$ cat src/rtl/core/psm_pkg.sv
// Shared types and constants for the PSG / direct-sound stereo mixer.
`default_nettype none

package psm_pkg;

  // Field widths
  localparam int unsigned SAMPLE_W   = 16;
  localparam int unsigned LEVEL_W    = 9;
  localparam int unsigned CLAMP_W    = 10;
  localparam int unsigned FILT_W     = 20;
  localparam int unsigned CFG_IDX_W  = 3;
  localparam int unsigned CFG_DATA_W = 9;

  // Mix clamp ceiling and DC-blocker pole (65360 / 65536)
  localparam logic [CLAMP_W-1:0] PSM_CLAMP_MAX = 10'h3FF;
  localparam logic [16:0]        PSM_CAP_COEF  = 17'd65360;
  localparam logic [8:0]         PSM_BIAS_RST  = 9'h100;

  // Configuration register indexes
  typedef enum logic [CFG_IDX_W-1:0] {
    REG_TONE_EN_L  = 3'd0,
    REG_TONE_EN_R  = 3'd1,
    REG_TONE_VOL_L = 3'd2,
    REG_TONE_VOL_R = 3'd3,
    REG_TONE_ATTEN = 3'd4,
    REG_FIFO_ROUTE = 3'd5,
    REG_BIAS       = 3'd6,
    REG_RES_MODE   = 3'd7
  } psm_reg_e;

  // Tone attenuation codes
  typedef enum logic [1:0] {
    ATTEN_QUARTER = 2'd0,
    ATTEN_HALF    = 2'd1,
    ATTEN_FULL    = 2'd2,
    ATTEN_NONE    = 2'd3
  } psm_atten_e;

  // Register file contents
  typedef struct packed {
    logic [3:0] tone_en_l;
    logic [3:0] tone_en_r;
    logic [2:0] tone_vol_l;
    logic [2:0] tone_vol_r;
    psm_atten_e tone_atten;
    logic [3:0] fifo_route;
    logic [8:0] bias;
    logic [1:0] res_mode;
  } psm_cfg_t;

  localparam psm_cfg_t PSM_CFG_RESET = '{
    tone_en_l:  4'h0,
    tone_en_r:  4'h0,
    tone_vol_l: 3'h0,
    tone_vol_r: 3'h0,
    tone_atten: ATTEN_QUARTER,
    fifo_route: 4'h0,
    bias:       PSM_BIAS_RST,
    res_mode:   2'h0
  };

  // Per-side mixing controls
  typedef struct packed {
    logic [3:0] tone_en;
    logic [2:0] tone_vol;
    logic       use_a;
    logic       use_b;
    psm_atten_e atten;
    logic [8:0] bias;
    logic [1:0] res_mode;
  } psm_side_t;

endpackage

`default_nettype wire

$ cat src/rtl/core/psm_cfg.sv
// Configuration register file of the mixer.
`default_nettype none

module psm_cfg
  import psm_pkg::*;
(
  input  wire logic                  clk_i,
  input  wire logic                  rst_ni,
  input  wire logic                  cfg_valid_i,
  output logic                       cfg_ready_o,
  input  wire logic [CFG_IDX_W-1:0]  cfg_index_i,
  input  wire logic [CFG_DATA_W-1:0] cfg_data_i,
  output psm_cfg_t                   cfg_o
);

  psm_cfg_t cfg_q;

  // Writes are always taken
  assign cfg_ready_o = 1'b1;

  // Register writes, masked to each register's width
  always_ff @(posedge clk_i or negedge rst_ni) begin
    if (!rst_ni) begin
      cfg_q <= PSM_CFG_RESET;
    end else if (cfg_valid_i) begin
      case (psm_reg_e'(cfg_index_i))
        REG_TONE_EN_L:  cfg_q.tone_en_l  <= cfg_data_i[3:0];
        REG_TONE_EN_R:  cfg_q.tone_en_r  <= cfg_data_i[3:0];
        REG_TONE_VOL_L: cfg_q.tone_vol_l <= cfg_data_i[2:0];
        REG_TONE_VOL_R: cfg_q.tone_vol_r <= cfg_data_i[2:0];
        REG_TONE_ATTEN: cfg_q.tone_atten <= psm_atten_e'(cfg_data_i[1:0]);
        REG_FIFO_ROUTE: cfg_q.fifo_route <= cfg_data_i[3:0];
        REG_BIAS:       cfg_q.bias       <= cfg_data_i[8:0];
        REG_RES_MODE:   cfg_q.res_mode   <= cfg_data_i[1:0];
        default: ;
      endcase
    end
  end

  assign cfg_o = cfg_q;

endmodule

`default_nettype wire

$ cat src/rtl/core/psm_mix.sv
// One side of the mixer: tone gain, attenuation, FIFO, bias, clamp, depth shift.
`default_nettype none

module psm_mix
  import psm_pkg::*;
(
  input  wire logic signed [SAMPLE_W-1:0] tone_i [4],
  input  wire logic signed [SAMPLE_W-1:0] fifo_a_i,
  input  wire logic signed [SAMPLE_W-1:0] fifo_b_i,
  input  wire psm_side_t                  side_i,
  output logic [LEVEL_W-1:0]              level_o
);

  logic        [3:0]          mul;
  logic        [SAMPLE_W-1:0] prod;
  logic        [SAMPLE_W-1:0] tone_sum;
  logic signed [SAMPLE_W-1:0] tone_att;
  logic        [SAMPLE_W-1:0] acc;
  logic        [CLAMP_W-1:0]  clamped;
  logic        [2:0]          shamt;

  // Tone sum, wrapping at 16 bits; gain is volume plus one
  always_comb begin
    mul      = {1'b0, side_i.tone_vol} + 4'd1;
    prod     = '0;
    tone_sum = '0;
    for (int i = 0; i < 4; i++) begin
      prod = 16'(tone_i[i] * 16'(mul));
      if (side_i.tone_en[i]) begin
        tone_sum = tone_sum + prod;
      end
    end
  end

  // Arithmetic attenuation of the tone sum
  always_comb begin
    case (side_i.atten)
      ATTEN_QUARTER: tone_att = $signed(tone_sum) >>> 2;
      ATTEN_HALF:    tone_att = $signed(tone_sum) >>> 1;
      default:       tone_att = $signed(tone_sum);
    endcase
  end

  // FIFO samples and bias, then clamp and depth reduction
  always_comb begin
    acc = tone_att;
    if (side_i.use_a) acc = acc + fifo_a_i;
    if (side_i.use_b) acc = acc + fifo_b_i;
    acc = acc + {7'b0, side_i.bias};

    if (acc[SAMPLE_W-1]) begin
      clamped = '0;
    end else if (acc > {6'b0, PSM_CLAMP_MAX}) begin
      clamped = PSM_CLAMP_MAX;
    end else begin
      clamped = acc[CLAMP_W-1:0];
    end

    shamt   = {1'b0, side_i.res_mode} + 3'd1;
    level_o = LEVEL_W'(clamped >> shamt);
  end

endmodule

`default_nettype wire

$ cat src/rtl/core/psm_dcblock.sv
// First-order DC-blocking filter for one side, with its capacitor register.
`default_nettype none

module psm_dcblock
  import psm_pkg::*;
(
  input  wire logic                     clk_i,
  input  wire logic                     rst_ni,
  input  wire logic                     adv_i,
  input  wire logic [LEVEL_W-1:0]       level_i,
  input  wire logic [1:0]               res_mode_i,
  output logic signed [FILT_W-1:0]      filt_o
);

  logic signed [FILT_W-1:0] cap_q, cap_d;
  logic        [3:0]        shamt;
  logic        [17:0]       x_wide;
  logic        [15:0]       x;
  logic signed [21:0]       diff;
  logic signed [37:0]       prod;
  logic signed [21:0]       q;
  logic signed [21:0]       cap_raw;

  // Saturate to the signed 20-bit range
  function automatic logic signed [FILT_W-1:0] sat20(input logic signed [21:0] v);
    logic signed [21:0] hi;
    logic signed [21:0] lo;
    hi = 22'sd524287;
    lo = -22'sd524288;
    if (v > hi) begin
      sat20 = 20'sd524287;
    end else if (v < lo) begin
      sat20 = -20'sd524288;
    end else begin
      sat20 = v[FILT_W-1:0];
    end
  endfunction

  // Normalize to Q.16, subtract the capacitor, then leak it toward the input
  always_comb begin
    shamt   = {2'b0, res_mode_i} + 4'd6;
    x_wide  = 18'(level_i) << shamt;
    x       = x_wide[15:0];
    diff    = $signed({6'b0, x}) - 22'(cap_q);
    filt_o  = sat20(diff);
    prod    = filt_o * $signed({1'b0, PSM_CAP_COEF});
    q       = prod[37:16];
    cap_raw = $signed({6'b0, x}) - q;
    cap_d   = sat20(cap_raw);
  end

  always_ff @(posedge clk_i or negedge rst_ni) begin
    if (!rst_ni) begin
      cap_q <= '0;
    end else if (adv_i) begin
      cap_q <= cap_d;
    end
  end

endmodule

`default_nettype wire

$ cat src/rtl/core/psm_dma_sound_mixer.sv
// Stereo tone / direct-sound mixer with bias, clamp, depth shift and DC blocker.
//
// One sample request enters per clock while the input is not stalled, and
// its result passes an input register, a level register after the mixing
// logic, and the result register after the DC-blocking filter, whose
// 20 x 18 bit coefficient multiply sets the longest path. The filter
// capacitor of each side is updated as each request leaves the level
// register, so requests are filtered strictly in order. Empty stages keep
// filling while a finished result waits; the input stalls only when all
// three stages hold requests and the output is stalled. Configuration writes
// are accepted every cycle and should be made while the pipeline is empty.
`default_nettype none

module psg_dma_sound_mixer
  import psm_pkg::*;
(
  input  wire logic                         clk_i,
  input  wire logic                         rst_ni,
  // configuration
  input  wire logic                         cfg_valid_i,
  output logic                              cfg_ready_o,
  input  wire logic [CFG_IDX_W-1:0]         cfg_index_i,
  input  wire logic [CFG_DATA_W-1:0]        cfg_data_i,
  // sample input
  input  wire logic                         in_valid_i,
  output logic                              in_stall_o,
  input  wire logic signed [SAMPLE_W-1:0]   square_one_i,
  input  wire logic signed [SAMPLE_W-1:0]   square_two_i,
  input  wire logic signed [SAMPLE_W-1:0]   wave_sample_i,
  input  wire logic signed [SAMPLE_W-1:0]   noise_sample_i,
  input  wire logic signed [SAMPLE_W-1:0]   fifo_a_sample_i,
  input  wire logic signed [SAMPLE_W-1:0]   fifo_b_sample_i,
  // result output
  output logic                              out_valid_o,
  input  wire logic                         out_stall_i,
  output logic [LEVEL_W-1:0]                level_left_o,
  output logic [LEVEL_W-1:0]                level_right_o,
  output logic signed [FILT_W-1:0]          filtered_left_o,
  output logic signed [FILT_W-1:0]          filtered_right_o
);

  psm_cfg_t  cfg;
  psm_side_t side_l, side_r;

  logic                       a_valid_q, b_valid_q, out_valid_q;
  logic                       a_ready, b_ready, out_ready;
  logic                       b_adv;
  logic signed [SAMPLE_W-1:0] tone_q [4];
  logic signed [SAMPLE_W-1:0] fifo_a_q, fifo_b_q;
  logic [LEVEL_W-1:0]         mix_l, mix_r;
  logic [LEVEL_W-1:0]         lvl_l_q, lvl_r_q;
  logic signed [FILT_W-1:0]   filt_l, filt_r;
  logic [LEVEL_W-1:0]         out_lvl_l_q, out_lvl_r_q;
  logic signed [FILT_W-1:0]   out_filt_l_q, out_filt_r_q;

  psm_cfg u_cfg (
    .clk_i       (clk_i),
    .rst_ni      (rst_ni),
    .cfg_valid_i (cfg_valid_i),
    .cfg_ready_o (cfg_ready_o),
    .cfg_index_i (cfg_index_i),
    .cfg_data_i  (cfg_data_i),
    .cfg_o       (cfg)
  );

  // Pipeline flow control
  assign out_ready  = !out_valid_q || !out_stall_i;
  assign b_ready    = !b_valid_q || out_ready;
  assign a_ready    = !a_valid_q || b_ready;
  assign b_adv      = b_valid_q && out_ready;
  assign in_stall_o = !a_ready;

  always_ff @(posedge clk_i or negedge rst_ni) begin
    if (!rst_ni) begin
      a_valid_q   <= 1'b0;
      b_valid_q   <= 1'b0;
      out_valid_q <= 1'b0;
    end else begin
      if (a_ready)   a_valid_q   <= in_valid_i;
      if (b_ready)   b_valid_q   <= a_valid_q;
      if (out_ready) out_valid_q <= b_valid_q;
    end
  end

  // Input register
  always_ff @(posedge clk_i) begin
    if (a_ready && in_valid_i) begin
      tone_q[0] <= square_one_i;
      tone_q[1] <= square_two_i;
      tone_q[2] <= wave_sample_i;
      tone_q[3] <= noise_sample_i;
      fifo_a_q  <= fifo_a_sample_i;
      fifo_b_q  <= fifo_b_sample_i;
    end
  end

  // Per-side controls
  assign side_l = '{
    tone_en:  cfg.tone_en_l,
    tone_vol: cfg.tone_vol_l,
    use_a:    cfg.fifo_route[0],
    use_b:    cfg.fifo_route[2],
    atten:    cfg.tone_atten,
    bias:     cfg.bias,
    res_mode: cfg.res_mode
  };
  assign side_r = '{
    tone_en:  cfg.tone_en_r,
    tone_vol: cfg.tone_vol_r,
    use_a:    cfg.fifo_route[1],
    use_b:    cfg.fifo_route[3],
    atten:    cfg.tone_atten,
    bias:     cfg.bias,
    res_mode: cfg.res_mode
  };

  psm_mix u_mix_l (
    .tone_i   (tone_q),
    .fifo_a_i (fifo_a_q),
    .fifo_b_i (fifo_b_q),
    .side_i   (side_l),
    .level_o  (mix_l)
  );

  psm_mix u_mix_r (
    .tone_i   (tone_q),
    .fifo_a_i (fifo_a_q),
    .fifo_b_i (fifo_b_q),
    .side_i   (side_r),
    .level_o  (mix_r)
  );

  // Level register
  always_ff @(posedge clk_i) begin
    if (b_ready && a_valid_q) begin
      lvl_l_q <= mix_l;
      lvl_r_q <= mix_r;
    end
  end

  psm_dcblock u_dc_l (
    .clk_i      (clk_i),
    .rst_ni     (rst_ni),
    .adv_i      (b_adv),
    .level_i    (lvl_l_q),
    .res_mode_i (cfg.res_mode),
    .filt_o     (filt_l)
  );

  psm_dcblock u_dc_r (
    .clk_i      (clk_i),
    .rst_ni     (rst_ni),
    .adv_i      (b_adv),
    .level_i    (lvl_r_q),
    .res_mode_i (cfg.res_mode),
    .filt_o     (filt_r)
  );

  // Result register
  always_ff @(posedge clk_i) begin
    if (b_adv) begin
      out_lvl_l_q  <= lvl_l_q;
      out_lvl_r_q  <= lvl_r_q;
      out_filt_l_q <= filt_l;
      out_filt_r_q <= filt_r;
    end
  end

  assign out_valid_o      = out_valid_q;
  assign level_left_o     = out_lvl_l_q;
  assign level_right_o    = out_lvl_r_q;
  assign filtered_left_o  = out_filt_l_q;
  assign filtered_right_o = out_filt_r_q;

`ifndef NO_ASSERTIONS
  // Input stalls only with every stage full and the output held
  a_stall_full: assert property (@(posedge clk_i) disable iff (!rst_ni)
    in_stall_o |-> (a_valid_q && b_valid_q && out_valid_q && out_stall_i))
    else $error("input stalled with room in the pipeline");

  // A request leaving the level stage shows up at the output unchanged
  a_level_fwd: assert property (@(posedge clk_i) disable iff (!rst_ni)
    b_adv |=> (out_valid_o && level_left_o == $past(lvl_l_q)
               && level_right_o == $past(lvl_r_q)))
    else $error("level stage not forwarded to result register");

  // Output level never exceeds the clamp ceiling after the depth shift
  a_level_range: assert property (@(posedge clk_i) disable iff (!rst_ni)
    out_valid_o |-> ({1'b0, level_left_o} <= (PSM_CLAMP_MAX >> ({1'b0, cfg.res_mode} + 3'd1))
                     && {1'b0, level_right_o}
                        <= (PSM_CLAMP_MAX >> ({1'b0, cfg.res_mode} + 3'd1))))
    else $error("output level out of range");

  // A held result stays visible when the output is stalled
  a_hold_valid: assert property (@(posedge clk_i) disable iff (!rst_ni)
    (out_valid_o && out_stall_i) |=> (out_valid_o && !b_adv) || out_valid_o)
    else $error("stalled result dropped");
`endif

endmodule

`default_nettype wire
$ cat config.mk
export PLATFORM = sky130hd
export DESIGN_NAME = psg_dma_sound_mixer
export DESIGN_NICKNAME = d
export VERILOG_FILES = /design/src/rtl/core/psm_pkg.sv /design/src/rtl/core/psm_cfg.sv /design/src/rtl/core/psm_mix.sv /design/src/rtl/core/psm_dcblock.sv /design/src/rtl/core/psm_dma_sound_mixer.sv
export SDC_FILE = /design/constraint.sdc
export NUM_CORES = 2
export LEC_CHECK = 0
export BUFFER_PORTS_ARGS = -buffer_cell sky130_fd_sc_hd__buf_2
export CAP_MARGIN = 30
export CORE_UTILIZATION = 49
export CTS_CLUSTER_SIZE = 12
export DETAILED_ROUTE_END_ITERATION = 6
export GPL_ROUTABILITY_DRIVEN = 0
export PLACE_DENSITY = 0.77
export SLEW_MARGIN = 20
export SYNTH_ARGS = -nofsm -noshare
export SYNTH_HDL_FRONTEND = slang
export SYNTH_SLANG_ARGS = --single-unit
export TNS_END_PERCENT = 100
$ cat constraint.sdc
create_clock -name clk_i -period 28.4 [get_ports clk_i]
set_input_delay 2.84 -clock clk_i [delete_from_list [all_inputs] [get_ports clk_i]]
set_output_delay 2.84 -clock clk_i [all_outputs]
set_load 0.02 [all_outputs]
Word-level counts from Yosys, hierarchy flattened
Cells that the tools add are included.
{"block": "word_totals", "register_bits": 246, "inputBits": 113, "out_inout_bits": 61, "elab_cells": 124}
{"block": "op_classes", "n_addsub": 20, "multipliers": 10, "order_cmp": 10, "n_eq_ne": 8, "n_shift": 4, "mux": 26, "n_reduce_logical": 21}
{"op": "$mux 16", "count": 12}
{"op": "$add 16x16->16", "count": 10}
{"op": "$mux 20", "count": 8}
{"op": "$mul 16x4->16", "count": 8}
{"op": "$gt 22x20->1 const B", "count": 4}
{"op": "$lt 22x20->1 const B", "count": 4}
{"op": "$mul 20x13->33 const B", "count": 2}
{"op": "$pmux 15 s2", "count": 2}
{"op": "$sub 17x22->22", "count": 2}
{"op": "$sub 17x20->21", "count": 2}
{"op": "$mux 10", "count": 4}
{"op": "$add 16x9->16", "count": 2}
{"op": "$gt 16x10->1 const B", "count": 2}
{"op": "$shl 9x4->16", "count": 2}
{"op": "$shr 10x3->9", "count": 2}
{"op": "$reduce_and 2->1", "count": 8}
{"op": "$eq 3x3->1 const B", "count": 4}
{"op": "$add 3x1->4 const B", "count": 2}
{"op": "$eq 3x2->1 const B", "count": 2}
{"op": "$logic_not 1->1", "count": 5}
{"op": "$add 2x3->4 const B", "count": 1}
{"op": "$add 2x1->3 const B", "count": 1}
{"op": "$eq 3x1->1 const B", "count": 1}
{"op": "$logic_and 1x1->1", "count": 3}
{"op": "4 further kinds", "count": 6}

Longest topological paths before layout
{"block": "logic_depth", "word_depth": 19, "depth_mapped": 62, "ltp_nobuf": 60}

Hierarchy
From an unflattened synthesis, not the netlist that was laid out.
{"block": "unflattened", "hier_cells": 5361, "hier_area_um2": 47825.9}
{"mod": "psm_dcblock", "instances": 2, "cells_per_inst": 1036, "area_per_inst_um2": 8951.1, "seq_area_each_um2": 500.5}
{"mod": "psm_mix (u_mix_l)", "instances": 1, "cells_per_inst": 1567, "area_per_inst_um2": 12077.8, "seq_area_each_um2": 0.0}
{"mod": "psm_mix (u_mix_r)", "instances": 1, "cells_per_inst": 1464, "area_per_inst_um2": 11302.1, "seq_area_each_um2": 0.0}
{"mod": "psg_dma_sound_mixer", "instances": 1, "cells_per_inst": 184, "area_per_inst_um2": 5296.3, "seq_area_each_um2": 5240.0}
{"mod": "psm_cfg", "instances": 1, "cells_per_inst": 74, "area_per_inst_um2": 1247.4, "seq_area_each_um2": 777.0}

Worst setup path before layout
No wires, ideal clock.
{"block": "synth_path", "kind": "reg-to-reg", "startpoint": "register u_cfg.cfg_q (netlist bit u_cfg.cfg_o[17])", "endpoint": "register lvl_r_q[6], data pin", "setup_ns": 0.283, "t_arrival_ns": 12.464, "required_time_ns": 28.117, "path_slack_ns": 15.653, "path_stages_with_launch": 57, "n_path_buf": 2, "period_less_slack_ns": 12.747, "cell_sequence": "dfrtp_1 -> ha_1 -> xor2_1 -> clkbuf_1 -> clkbuf_1 -> nand2_1 -> fa_1 -> inv_1 -> fa_1 -> fa_1 -> a211oi_1 -> nor2_1 -> o21a_1 -> nor2_1 -> xnor2_1 -> nand2_1 -> inv_1 -> fa_1 -> (+21 left out) -> a311o_1 -> ha_1 -> o21ai_0 -> a31oi_1 -> o21ai_0 -> o21a_1 -> ha_1 -> a21oi_1 -> o21ai_0 -> a21o_1 -> a21oi_1 -> xnor2_1 -> nand2_1 -> a31o_2 -> a211o_1 -> a21oi_1 -> and3_1 -> a211oi_1"}
{"block": "synth_between", "elab_chain_cells": 19, "elab_cells_between_ends": 22, "cone_classes": "add/sub (7); mul (4); order compare (1); shift (1); mux (9)"}
{"element": "start, declared", "line": "psm_cfg.sv:16", "text": "psm_cfg_t cfg_q;"}
{"element": "$add 3x1->4 *", "line": "psm_mix.sv:24", "text": "mul = {1'b0, side_i.tone_vol} + 4'd1;"}
{"element": "$mul 16x4->16", "line": "psm_mix.sv:28", "text": "prod = 16'(tone_i[i] * 16'(mul));"}
{"element": "$mux 16", "line": "psm_mix.sv:29", "text": "if (side_i.tone_en[i]) begin"}
{"element": "$add 16x16->16", "line": "psm_mix.sv:30", "text": "tone_sum = tone_sum + prod;"}
{"element": "$mux 16", "line": "psm_mix.sv:29"}
{"element": "$add 16x16->16", "line": "psm_mix.sv:30"}
{"element": "$mux 16", "line": "psm_mix.sv:29"}
{"element": "$add 16x16->16", "line": "psm_mix.sv:30"}
{"element": "(+4 left out)"}
{"element": "$add 16x16->16", "line": "psm_mix.sv:48", "text": "if (side_i.use_b) acc = acc + fifo_b_i;"}
{"element": "$mux 16 *", "line": "psm_mix.sv:48"}
{"element": "$add 16x9->16 *", "line": "psm_mix.sv:49", "text": "acc = acc + {7'b0, side_i.bias};"}
{"element": "$gt 16x10->1", "line": "psm_mix.sv:53", "text": "end else if (acc > {6'b0, PSM_CLAMP_MAX}) begin"}
{"element": "$mux 10", "line": "psm_mix.sv:53"}
{"element": "$mux 10 *", "line": "psm_mix.sv:51", "text": "if (acc[SAMPLE_W-1]) begin"}
{"element": "$shr 10x3->9 *", "line": "psm_mix.sv:60", "text": "level_o = LEVEL_W'(clamped >> shamt);"}
{"element": "named net mix_r[6]", "line": "psm_dma_sound_mixer.sv:50", "text": "logic [LEVEL_W-1:0] mix_l, mix_r;"}
{"element": "end signal, assigned", "line": "psm_dma_sound_mixer.sv:137", "text": "lvl_r_q <= mix_r;"}
{"element": "end, declared", "line": "psm_dma_sound_mixer.sv:51", "text": "logic [LEVEL_W-1:0] lvl_l_q, lvl_r_q;"}
The timed path passes the listed nets; every way through them passes the cells marked *.
A chain may end at the register's enable or synchronous reset.

Worst setup path in the final report
Ends and elaborated chain as after synthesis.

==> impl_metrics.yaml <==
run_status:
  status: "finished with violations"
  violations: "DRC"
finish:
  fin_nets: 6189
  drive_gt1_frac: 0.0868
  seqCellArea_mm2: 0.00702
  fillers: 8224
  multiInputGateArea_mm2: 0.0341
  area_delta_synth_final_pct: 7.62
  final_cell_count_no_fill: 6268
  fin_area_mm2: 0.0479
sta:
  period_needed_ns: 15.25
  fmax_ghz: 0.0656
  post-route-period-util: 0.537
  slew_headroom: 0.388
  fin_setup_tns_ns: 0
  drv_slew: 0
  setup_viol: 0
  clock-skew-final_ns: 0.0366
  tightest_slew_ns: 0.918
  rsz0062_at_grt: "no"
  hold_viol: 0
critical_path:
  worstReg2RegEnd: "lvl_r_q[6]$_DFFE_PP_"
  cp-start-kind: "flip-flop"
  worstPathMaxFanout: 68
  end_kind: "flip-flop"
  cp_slowest_cell: "a21oi_1"
  cpMostUsedCell: "a21oi_1"
  reg2reg_depth: 58
  critical-path-max-stage-delay_ns: 0.72
  crit_type: "reg -> reg"
  regToRegStartpoint: "u_cfg.cfg_o[17]$_DFFE_PN0P_"
  required_ns: 28.70
  crit_arrival_ns: 15.55
  rrSetupSlack_ns: 13.15
cts:
  hold_buffers: 0
  cts_buffers: 34
  cts_setup_buffers: 0
  clock_sink_count: 246
  clockRootBuffer: "clkbuf_16"
  ctsResizeCount: 0
  clk_pin_slew_ns: 0.06
  cts_tree: "done"
  clk_latency_ns: 0.61
  htreeDepth: 2
  clk_path_buf_depth: 3
global_routing:
  grt_usage: 0.252
  grt_pass1_wl_mm: 183
  gr-total-overflow: 0
  antenna_found_initial: 5
  grt_pass1_vias: 35900
  grt_max_degree: 77
detailed_routing:
  finalWirelength_mm: 114
  first_iter_violations: 2685
  vias: 35600
  vias_per_cell: 5.68
  drtAntennaViolNets: 0
  wl_per_cell_um: 18.2
  dr.pass1.iters: 7
  drc: 7
floorplanning:
  die_height_um: 303
  dieArea_mm2: 0.0920
  core-area_mm2: 0.0900
  die_w_um: 303
  start_util: 0.494
  rows: 110
  io_pins: 174
hold_path:
  hold_path_depth: 1
  hold_class: "reg -> reg"
  min_to: "b_valid_q$_DFFE_PN0P_"
  hold_start: "a_valid_q$_DFFE_PN0N_"
synthesis:
  yosysSeqAreaShare: 0.158
  yosysTopAreaCellShare: 0.247
  ys_top_cells_by_area: "fa_1, ha_1, edfxtp_1, inv_1, dfrtp_1"
  ys_async_sr_fraction: 0.301
  synth_commonest_cells: "inv_1, fa_1, ha_1, nand2_1, nor2_1"
  syn_area_per_cell_um2: 9.03
  synth.largest_area_cell: "fa_1"
  ys_warn_count: 0
  synth.ff_latch_count: 246
  synthFlopType: "edfxtp_1"
  yosysMostFrequentCell: "inv_1"
  synth-edff-count: 172
  synth.cell_area_mm2: 0.0445
  synthCells: 4929
  ys_types: 104
job:
  cap_violations: 0
place:
  placed_cell_area_mm2: 0.0467
  place_inst: 6201
  port_buffers: 172
  hpwl_mm: 92.2
cell usage in the layout (no fill, tap or decap), types with 31 or more instances in the layout:
cell / Yosys / layout
or2_2: 31 / 31
nand2b_1: 59 / 59
nand3_1: 53 / 53
o211ai_1: 32 / 32
nor2_1: 238 / 238
nand2_1: 450 / 450
mux2_2: 78 / 78
nor2b_1: 147 / 147
buf_4: 1 / 34
o21ai_0: 195 / 194
nor3_1: 85 / 85
xor2_1: 100 / 98
buf_2: 3 / 172
o21a_1: 55 / 55
conb_1: 2 / 33
ha_1: 460 / 459
clkbuf_16: 0 / 35
and2_1: 137 / 136
a211oi_1: 55 / 55
fa_1: 550 / 550
a21oi_1: 237 / 237
inv_1: 807 / 806
a21o_1: 95 / 95
dfrtp_1: 73 / 71
xnor2_1: 172 / 172
edfxtp_1: 172 / 172
mux2i_1: 45 / 45
how the worst max path moves through the flow:
stage,to,cells after the start,startpoint
final,lvl_r_q[6]$_DFFE_PP_,58,u_cfg.cfg_o[17]$_DFFE_PN0P_
after detailed placement,lvl_r_q[6]$_DFFE_PP_,56,u_cfg.cfg_o[17]$_DFFE_PN0P_
after global placement,lvl_r_q[6]$_DFFE_PP_,56,u_cfg.cfg_o[17]$_DFFE_PN0P_
after CTS,lvl_r_q[6]$_DFFE_PP_,57,u_cfg.cfg_o[17]$_DFFE_PN0P_
after global routing,lvl_r_q[6]$_DFFE_PP_,54,u_cfg.cfg_o[17]$_DFFE_PN0P_
after floorplan,lvl_r_q[6]$_DFFE_PP_,56,u_cfg.cfg_o[17]$_DFFE_PN0P_
cells by family (layout without fill, tap and decap cells):
family,after synthesis,in the layout,synth area share
simple gates,1361,1361,0.152
fa+ha+maj,1010,1010,0.377
compound gates,955,955,0.144
buf+inv,949,1080,0.0809
xor+xnor,277,277,0.0559
flops,246,246,0.158
mux,129,129,0.0329
other cells,2,34,0.000169
layout make-up:
class / instances / area share
repair buffers: 210 / 0.0245
clock inverters: 21 / 0.00509
well taps: 1176 / 0.0307
multi-input cells: 3765 / 0.711
inverters: 809 / 0.0634
clock buffers: 40 / 0.0187
flip-flops and latches: 246 / 0.147
diodes: 1 / 0.0000522
registers in the layout (all words and copies together) (netlist names):
register / cells
fifo_a_q: 16
filtered_left_o: 20
tone_q: 64
b_valid_q: 1
fifo_b_q: 16
u_cfg.cfg_o: 31
level_left_o: 9
lvl_r_q: 9
u_dc_r.cap_q: 20
lvl_l_q: 9
out_valid_o: 1
filtered_right_o: 20
u_dc_l.cap_q: 20
a_valid_q: 1
level_right_o: 9
per-layer routing:
| metal | GRT usage | vias to the layer above | part of all wire |
|---|---|---|---|
| met3 | 0.0406 | 270 | 0.070 |
| met4 | 0.111 | 8 | 0.047 |
| met1 | 0.316 | 17400 | 0.40 |
| li1 | - | 16700 | - |
| met5 | 0 | - | 0.00047 |
| met2 | 0.428 | 1216 | 0.48 |
per-stage QoR:
| step | utilization | hold WS [ns] | setup WS [ns] |
|---|---|---|---|
| after floorplan | - | 0.443 | 15.65 |
| after global placement | 0.519 | 0.478 | 13.81 |
| after detailed placement | 0.519 | 0.487 | 13.48 |
| after CTS | 0.531 | 0.493 | 13.42 |
| after global routing | 0.532 | 0.530 | 12.30 |
| final | 0.532 | 0.491 | 13.15 |
worst max-delay path: cells and delay by family (launching register included):
| family | cells | cell delay (ns) |
|---|---|---|
| mux | 1 | 0.17 |
| simple gates | 11 | 1.89 |
| compound gates | 25 | 5.95 |
| buf+inv | 5 | 1.27 |
| flops | 1 | 0.34 |
| xor+xnor | 4 | 0.58 |
| fa+ha+maj | 12 | 4.71 |
Power is not shown: default switching activity piles up to over one toggle a cycle in this logic, so the estimate is an artifact.
